### config.mk
export PLATFORM = sky130hd
export DESIGN_NAME = url_path_decoder
export DESIGN_NICKNAME = d
export VERILOG_FILES = /design/src/hdl/upd_pkg.sv /design/src/hdl/url_path_decoder.sv
export SDC_FILE = /design/constraint.sdc
export NUM_CORES = 1
export LEC_CHECK = 0
export ABC_AREA = 1
export BUFFER_PORTS_ARGS = -buffer_cell sky130_fd_sc_hd__buf_2
export CELL_PAD_IN_SITES_DETAIL_PLACEMENT = 2
export CELL_PAD_IN_SITES_GLOBAL_PLACEMENT = 2
export CORE_MARGIN = 5
export CORE_UTILIZATION = 32
export CTS_CLUSTER_SIZE = 20
export DETAILED_ROUTE_END_ITERATION = 16
export GPL_ROUTABILITY_DRIVEN = 0
export PLACE_DENSITY = 0.78
export SLEW_MARGIN = 20
export SYNTH_ARGS = -nofsm -noshare
export SYNTH_HDL_FRONTEND = slang
export SYNTH_SLANG_ARGS = --single-unit
### constraint.sdc
create_clock -name clk -period 2.5 [get_ports clk]
set_input_delay 0.375 -clock clk [delete_from_list [all_inputs] [get_ports clk]]
set_output_delay 0.375 -clock clk [all_outputs]
set_load 0.01 [all_outputs]
### src/hdl/upd_pkg.sv
package upd_pkg;

  localparam int UPD_MAX_PATH = 1024;

  localparam logic [7:0] CH_PERCENT = 8'h25;
  localparam logic [7:0] CH_DOT     = 8'h2e;
  localparam logic [7:0] CH_SPACE   = 8'h20;
  localparam logic [7:0] CH_DEL     = 8'h7f;

  typedef enum logic [1:0] {
    VERDICT_OK      = 2'd0,
    VERDICT_DECODE  = 2'd1,
    VERDICT_TRAVERS = 2'd2,
    VERDICT_CONTROL = 2'd3
  } verdict_t;

  typedef struct packed {
    logic       ok;
    logic [3:0] value;
  } hex_digit_t;

  function automatic hex_digit_t hex_digit(input logic [7:0] b);
    hex_digit_t d;
    d.ok    = 1'b1;
    d.value = 4'd0;
    if (b >= 8'h30 && b <= 8'h39) begin
      d.value = 4'(b - 8'h30);
    end else if (b >= 8'h61 && b <= 8'h66) begin
      d.value = 4'(b - 8'h61 + 8'd10);
    end else if (b >= 8'h41 && b <= 8'h46) begin
      d.value = 4'(b - 8'h41 + 8'd10);
    end else begin
      d.ok = 1'b0;
    end
    return d;
  endfunction

endpackage

### src/hdl/url_path_decoder.sv
// channel  | ports                                             | direction
// ---------+---------------------------------------------------+----------
// input    | in_valid, in_ready, in_byte, in_byte_present,     | in
//          | in_path_end                                       |
// result   | out_valid, out_ready, out_byte, out_byte_valid,   | out
//          | out_verdict_valid, out_verdict, out_path_empty    |
//
// one transaction in, one transaction out; a new byte is taken every cycle unless a held result is stalled
// the result appears in the cycle after acceptance, set by the single result register
// the decode state and the result register update together on acceptance
// a stalled result still lets the next byte in when out_ready is high that cycle
// rst_n is synchronous, active low; it clears the escape state, flags and count
module url_path_decoder
  import upd_pkg::*;
#(
  parameter int MAX_PATH = UPD_MAX_PATH
) (
  input  logic       clk,
  input  logic       rst_n,
  input  logic       in_valid,
  output logic       in_ready,
  input  logic [7:0] in_byte,
  input  logic       in_byte_present,
  input  logic       in_path_end,
  output logic       out_valid,
  input  logic       out_ready,
  output logic [7:0] out_byte,
  output logic       out_byte_valid,
  output logic       out_verdict_valid,
  output logic [1:0] out_verdict,
  output logic       out_path_empty
);

  localparam int CNT_W = (MAX_PATH > 2) ? $clog2(MAX_PATH) : 1;
  localparam logic [CNT_W-1:0] CNT_LAST = CNT_W'(MAX_PATH - 1);

  typedef enum logic [1:0] {
    PH_IDLE = 2'd0,
    PH_HIGH = 2'd1,
    PH_LOW  = 2'd2
  } phase_t;

  phase_t           phase_r, phase_nxt;
  logic [3:0]       nib_r, nib_nxt;
  logic [CNT_W-1:0] cnt_r, cnt_nxt;
  logic             fail_r, fail_nxt;
  logic             trav_r, trav_nxt;
  logic             ctrl_r, ctrl_nxt;
  logic             dot_r, dot_nxt;

  logic             out_valid_r;
  logic [7:0]       byte_r, byte_nxt;
  logic             bvalid_r, bvalid_nxt;
  logic             vvalid_r, vvalid_nxt;
  verdict_t         verdict_r, verdict_nxt;
  logic             empty_r, empty_nxt;

  hex_digit_t       dig;
  logic             emit;
  logic [7:0]       ch;
  logic             in_fire;

  assign in_ready = !out_valid_r || out_ready;
  assign in_fire  = in_valid && in_ready;
  assign dig      = hex_digit(in_byte);

  always_comb begin
    phase_nxt   = phase_r;
    nib_nxt     = nib_r;
    cnt_nxt     = cnt_r;
    fail_nxt    = fail_r;
    trav_nxt    = trav_r;
    ctrl_nxt    = ctrl_r;
    dot_nxt     = dot_r;
    emit        = 1'b0;
    ch          = in_byte;
    verdict_nxt = VERDICT_OK;
    empty_nxt   = 1'b0;

    if (in_byte_present && !fail_r) begin
      case (phase_r)
        PH_HIGH: begin
          if (!dig.ok) begin
            fail_nxt = 1'b1;
          end else begin
            nib_nxt   = dig.value;
            phase_nxt = PH_LOW;
          end
        end
        PH_LOW: begin
          // %00 is refused like a bad digit
          if (!dig.ok || (nib_r == 4'd0 && dig.value == 4'd0)) begin
            fail_nxt = 1'b1;
          end else begin
            phase_nxt = PH_IDLE;
            emit      = 1'b1;
            ch        = {nib_r, dig.value};
          end
        end
        default: begin
          if (cnt_r == CNT_LAST) begin
            fail_nxt = 1'b1;
          end else if (in_byte == CH_PERCENT) begin
            phase_nxt = PH_HIGH;
          end else begin
            emit = 1'b1;
          end
        end
      endcase
    end

    if (emit) begin
      if (ch < CH_SPACE || ch == CH_DEL) begin
        ctrl_nxt = 1'b1;
      end
      if (ch == CH_DOT && dot_r) begin
        trav_nxt = 1'b1;
      end
      dot_nxt = (ch == CH_DOT);
      cnt_nxt = CNT_W'(cnt_r + 1'b1);
    end

    byte_nxt   = emit ? ch : 8'h00;
    bvalid_nxt = emit;
    vvalid_nxt = in_path_end;

    if (in_path_end) begin
      // an escape left open at the end is a decode error
      if (phase_nxt != PH_IDLE) begin
        fail_nxt = 1'b1;
      end
      if (fail_nxt) begin
        verdict_nxt = VERDICT_DECODE;
      end else if (trav_nxt) begin
        verdict_nxt = VERDICT_TRAVERS;
      end else if (ctrl_nxt) begin
        verdict_nxt = VERDICT_CONTROL;
      end else begin
        verdict_nxt = VERDICT_OK;
      end
      empty_nxt = (verdict_nxt == VERDICT_OK) && (cnt_nxt == '0);
      phase_nxt = PH_IDLE;
      nib_nxt   = 4'd0;
      cnt_nxt   = '0;
      fail_nxt  = 1'b0;
      trav_nxt  = 1'b0;
      ctrl_nxt  = 1'b0;
      dot_nxt   = 1'b0;
    end
  end

  always_ff @(posedge clk) begin
    if (!rst_n) begin
      phase_r     <= PH_IDLE;
      nib_r       <= 4'd0;
      cnt_r       <= '0;
      fail_r      <= 1'b0;
      trav_r      <= 1'b0;
      ctrl_r      <= 1'b0;
      dot_r       <= 1'b0;
      out_valid_r <= 1'b0;
    end else begin
      if (in_fire) begin
        phase_r     <= phase_nxt;
        nib_r       <= nib_nxt;
        cnt_r       <= cnt_nxt;
        fail_r      <= fail_nxt;
        trav_r      <= trav_nxt;
        ctrl_r      <= ctrl_nxt;
        dot_r       <= dot_nxt;
        out_valid_r <= 1'b1;
      end else if (out_ready) begin
        out_valid_r <= 1'b0;
      end
    end
  end

  // result payload, loaded on every accepted transaction
  always_ff @(posedge clk) begin
    if (in_fire) begin
      byte_r    <= byte_nxt;
      bvalid_r  <= bvalid_nxt;
      vvalid_r  <= vvalid_nxt;
      verdict_r <= verdict_nxt;
      empty_r   <= empty_nxt;
    end
  end

  assign out_valid         = out_valid_r;
  assign out_byte          = byte_r;
  assign out_byte_valid    = bvalid_r;
  assign out_verdict_valid = vvalid_r;
  assign out_verdict       = verdict_r;
  assign out_path_empty    = empty_r;

endmodule

==> flow_metrics.py, run 1 <==
metrics = {
    "logic_synthesis": {
        "synth_most_common_cell": "nand2_1",
        "async_flop_share_pct": 0,
        "yosysWarningCount": 0,
        "synthFlopType": "dfxtp_1",
        "synth_cells": 336,
        "synth_edf_count": 13,
        "syn_avg_cell_area_um2": 6.77,
        "synth_seq_area_share_pct": 35.6,
        "synth-seq-cells": 34,
        "synth_cell_types": 34,
        "synth_top_area_cell": "dfxtp_1",
        "synthTopCellsByArea": "dfxtp_1 (18%), nand2_1 (18%), edfxtp_1 (17%)",
        "synth_commonest_cells": "nand2_1 (111), inv_1 (39), nor2_1 (38)",
        "syn_area_mm2": 0.00228,
        "syn_nets": 356,
        "yosys.area.top_type_share_pct": 18.5,
    },
    "die": {
        "die_w_um": 94.3,
        "initial_utilization_pct": 33.1,
        "pin_count": 29,
        "dieHeight_um": 94.3,
        "rows": 30,
    },
    "status": {
        "error": "[ERROR DPL-0033] detailed placement checks failed during check placement.",
        "stop_stage": "5_1_grt",
        "status": "did not finish",
    },
    "grt": {
        "antenna_found_initial": 0,
        "grt_max_degree": 19,
    },
    "clock_tree": {
        "tritoncts.num_buffers": 5,
        "ctsHoldBuffers": 0,
        "clkSinkCount": 34,
        "cts.path.max_buffers": 2,
        "h-tree-depth": 2,
        "cts-root-buf": "clkbuf_8",
    },
    "sta": {
        "crit_endpoint": "out_path_empty$_SDFFCE_PN0P_/D",
        "endpoint_type": "register data pin",
    },
    "place": {
        "dp_hpwl_um": 6970,
        "numPortBuffers": 28,
    },
}
per-stage QoR:
stage | instances | cell area [µm²] | setup slack (ns)
2_1_floorplan | 336 | 2280 | 0.182
3_3_place_gp | 509 | 2920 | -0.0904
3_5_place_dp | 509 | 2920 | -0.326
4_1_cts | 532 | 3390 | 0.00601
kinds of logic after synthesis:
logic type               after synthesis  synth area share (%)
AO/OA/AOI/OAI                         36                  9.02
XOR/XNOR                               7                  2.69
AND/OR/NAND/NOR                      199                  39.4
buffers and inverters                 54                  10.0
adder cells (fa/ha/maj)                6                  3.30
flip-flops                            34                  35.6
timing repair:
item                                    CTS
resized for setup                        57
pin swaps                                23
endpoints found under the setup margin    5
cloned                                    2
buffers inserted                         13
==> inputs of run 2 (changes only) <==
- CELL_PAD_IN_SITES_DETAIL_PLACEMENT: 2 -> unset
- CELL_PAD_IN_SITES_GLOBAL_PLACEMENT: 2 -> unset
- CORE_UTILIZATION: 32 -> 30
- CTS_CLUSTER_SIZE: 20 -> unset
- PLACE_DENSITY: 0.78 -> unset
- PLACE_DENSITY_LB_ADDON: unset -> 0.15
==> run 2 against run 1 <==
Net effect:
- synthesized area stayed put
- the flow now finishes without violations
- synthesized cell count did not move
==> flow_metrics.py, run 2 <==
metrics = {
    "status": {
        "status": "complete, no violations",
    },
    "drt": {
        "vias_per_cell": 4.50,
        "drc": 0,
        "vias": 2342,
        "finalWirelength_um": 5980,
        "dr.pass1.iters": 4,
        "wl_per_cell_um": 11.5,
        "ant_nets": 0,
        "drt_iter0_drc": 83,
    },
    "logic_synthesis": {
        "async_flop_share_pct": 0,
        "synth_most_common_cell": "nand2_1",
        "synth_edf_count": 13,
        "synth_seq_area_share_pct": 35.6,
        "synthSimpleGateAreaFrac_pct": 39.4,
        "synth_top_family_by_area": "simple AND/OR/NAND/NOR gates",
        "synth_top_area_cell": "dfxtp_1",
        "syn_area_mm2": 0.00228,
        "synthMuxAreaShare_pct": 0,
        "synth_xor_area_share_pct": 2.69,
        "synthTopCellsByArea": "dfxtp_1 (18%), nand2_1 (18%), edfxtp_1 (17%)",
        "synthFlopType": "dfxtp_1",
        "syn_avg_cell_area_um2": 6.77,
        "yosys.area.top_type_share_pct": 18.5,
        "synth_commonest_cells": "nand2_1 (111), inv_1 (39), nor2_1 (38)",
        "synth-seq-cells": 34,
        "synth_cells": 336,
        "synthAdderAreaFrac_pct": 3.30,
        "synth-compound-area-share_pct": 9.02,
        "synth_cell_types": 34,
        "syn_nets": 356,
        "yosysWarningCount": 0,
    },
    "layout": {
        "final_cell_mix": "nand2_1 (100), buf_4 (57), inv_1 (37), nor2_1 (37), buf_2 (26)",
        "ff_latch_area_um2": 815,
        "synthToLayoutAreaGrowth_pct": 38.0,
        "nFillCells": 765,
        "drive_above_1_share_pct": 32.2,
        "largest_register_ffs": 10,
        "num_antenna_cells": 0,
        "regMostFlops": "cnt_r",
        "layout_commonest_cell": "nand2_1",
        "final_nets": 441,
        "multi_input_comb_area_mm2": 0.00137,
        "final_area_mm2": 0.00314,
    },
    "die": {
        "initial_utilization_pct": 31.0,
        "die_area_mm2": 0.00943,
        "pin_count": 29,
        "design.core.area_mm2": 0.00733,
        "dieHeight_um": 97.1,
        "die_w_um": 97.1,
        "rows": 31,
    },
    "clock_tree": {
        "cts_tree": "yes",
        "clkLatencyLatePin_ns": 0.28,
        "h-tree-depth": 2,
        "clkSlewWorstSetupHoldPaths_ns": 0.07,
        "cts.path.max_buffers": 2,
        "cts-root-buf": "clkbuf_8",
        "ctsHoldBuffers": 0,
        "clkSinkCount": 34,
        "tritoncts.num_buffers": 5,
    },
    "sta": {
        "tns_ns": 0,
        "setup_viol": 0,
        "max_clock_freq_ghz": 0.419,
        "period_needed_ns": 2.39,
        "drv_slew": 0,
        "slew_headroom_pct": 59.8,
        "fin_skew_ns": 0.00425,
        "hold_viol": 0,
        "finalCritPeriodShare_pct": 95.5,
        "worstMarginPinSlew_ns": 0.600,
    },
    "worst_setup_path": {
        "critPathLaunchType": "primary input",
        "cp_common_cell": "nor2_1",
        "cp_slowest_cell": "ha_4",
        "cp_max_fo": 7,
        "cp_top_family": "simple AND/OR/NAND/NOR gates",
        "path_buf_inv": 4,
        "crit_chain": "buf_4, ha_4, inv_1, nand3_2, nand3_4, nand2_2, nand2_2, nand3_2, nor2_4, nor2_4, buf_4, nand3_4, nand2_8, buf_6, o21ai_4, nand2_1, nor2_1, nand3_1, nor2_1, nand2_1, nor2_1",
        "max_stage_delay_ns": 0.16,
        "end_kind": "register",
        "cp.arrival_ns": 2.53,
        "worstSetupPathType": "primary input to register",
        "cp.required_ns": 2.65,
    },
    "grt": {
        "grt_pass1_wl_um": 9450,
        "gr-total-overflow": 0,
        "grt_max_degree": 20,
        "grt_use_total_pct": 12.0,
        "antenna_found_initial": 0,
        "grt_pass1_vias": 2092,
    },
    "place": {
        "dp_hpwl_um": 4500,
        "post_dp_cell_area_mm2": 0.00289,
        "numPortBuffers": 28,
    },
    "min_path": {
        "min_path_type": "primary input to register",
    },
    "pwr": {
        "pwr_density_cell_mw_per_mm2": 399,
        "peakVddDrop_mv": 0.174,
        "power_leakage_nw": 1.42,
    },
    "flow_run": {
        "drv_cap": 0,
    },
}
-- run 2: cell counts after synthesis --
Identical to the previous run, type by type.
-- run 2: final timing paths --
kind,start,slack [ns],cells past startpoint,end
setup / recovery,in_byte[0],0.11,21,out_path_empty$_SDFFCE_PN0P_
hold / removal,rst_n,0.36,3,ctrl_r$_SDFFE_PN0P_
setup reg to reg,cnt_r[1]$_SDFFE_PN0P_,0.18,16,out_path_empty$_SDFFCE_PN0P_
hold reg to reg,nib_r[3]$_SDFFE_PN0P_,0.47,2,nib_r[3]$_SDFFE_PN0P_
-- run 2: cell type report --
type,count,area share [%]
Tap cell,99,3.94
Sequential cell,34,25.9
Clock buffer,5,2.19
Timing Repair Buffer,84,18.1
Multi-Input combinational cell,249,43.7
Inverter,47,5.77
Clock inverter,3,0.358
-- run 2: per-stage QoR --
stage | std cells | hold slack (ns) | power [mW] | utilization (%) | setup slack, ns
final | 521 | 0.356 | 1.25 | 42.9 | 0.114
after global routing | 521 | 0.370 | 1.32 | 42.9 | -0.0644
after CTS | 517 | 0.349 | 1.24 | 40.5 | 0.0564
after detailed placement | 509 | 0.463 | 0.856 | 39.4 | -0.215
after global placement | 509 | 0.453 | 0.856 | 39.4 | -0.175
after floorplan | 336 | 0.440 | 0.743 | - | 0.182
-- run 2: kinds of logic (layout without fill, tap and decap cells) --
logic type      count (synthesis)  in the layout
simple gates                  199            200
xor+xnor                        7              7
compound gates                 36             36
fa+ha+maj                       6              6
flops                          34             34
buf+inv                        54            139
-- run 2: timing repair --
item,4_1_cts,5_1_grt
endpoints found under the setup margin,0,3
buffers inserted,0,3
endpoints found under the hold margin,0,0
resized for setup,0,36
-- run 2: report_power, final --
| group | internal (mW) | leakage [nW] | total, mW | switching [mW] |
|---|---|---|---|---|
| Clock | 0.186 | 0.0407 | 0.382 | 0.196 |
| Combinational | 0.117 | 1.07 | 0.271 | 0.153 |
| Sequential | 0.595 | 0.301 | 0.600 | 0.00564 |
-- run 2: per-layer routing --
| layer | share of wire, % | vias up | routed length (µm) | global-route usage [%] |
|---|---|---|---|---|
| met5 | 0 | - | 0 | 0 |
| li1 | - | 1249 | - | - |
| met3 | 3.6 | 6 | 213 | 2.51 |
| met1 | 51 | 1042 | 3070 | 16.6 |
| met4 | 1.1 | 0 | 65 | 3.46 |
| met2 | 44 | 45 | 2640 | 18.7 |
-- run 2: tightest hold or removal path: stages --
cell,delay (ns)
buf_2,0.11
o21ai_0,0.07
nor2_1,0.05
(Power assumes the default switching activity.)
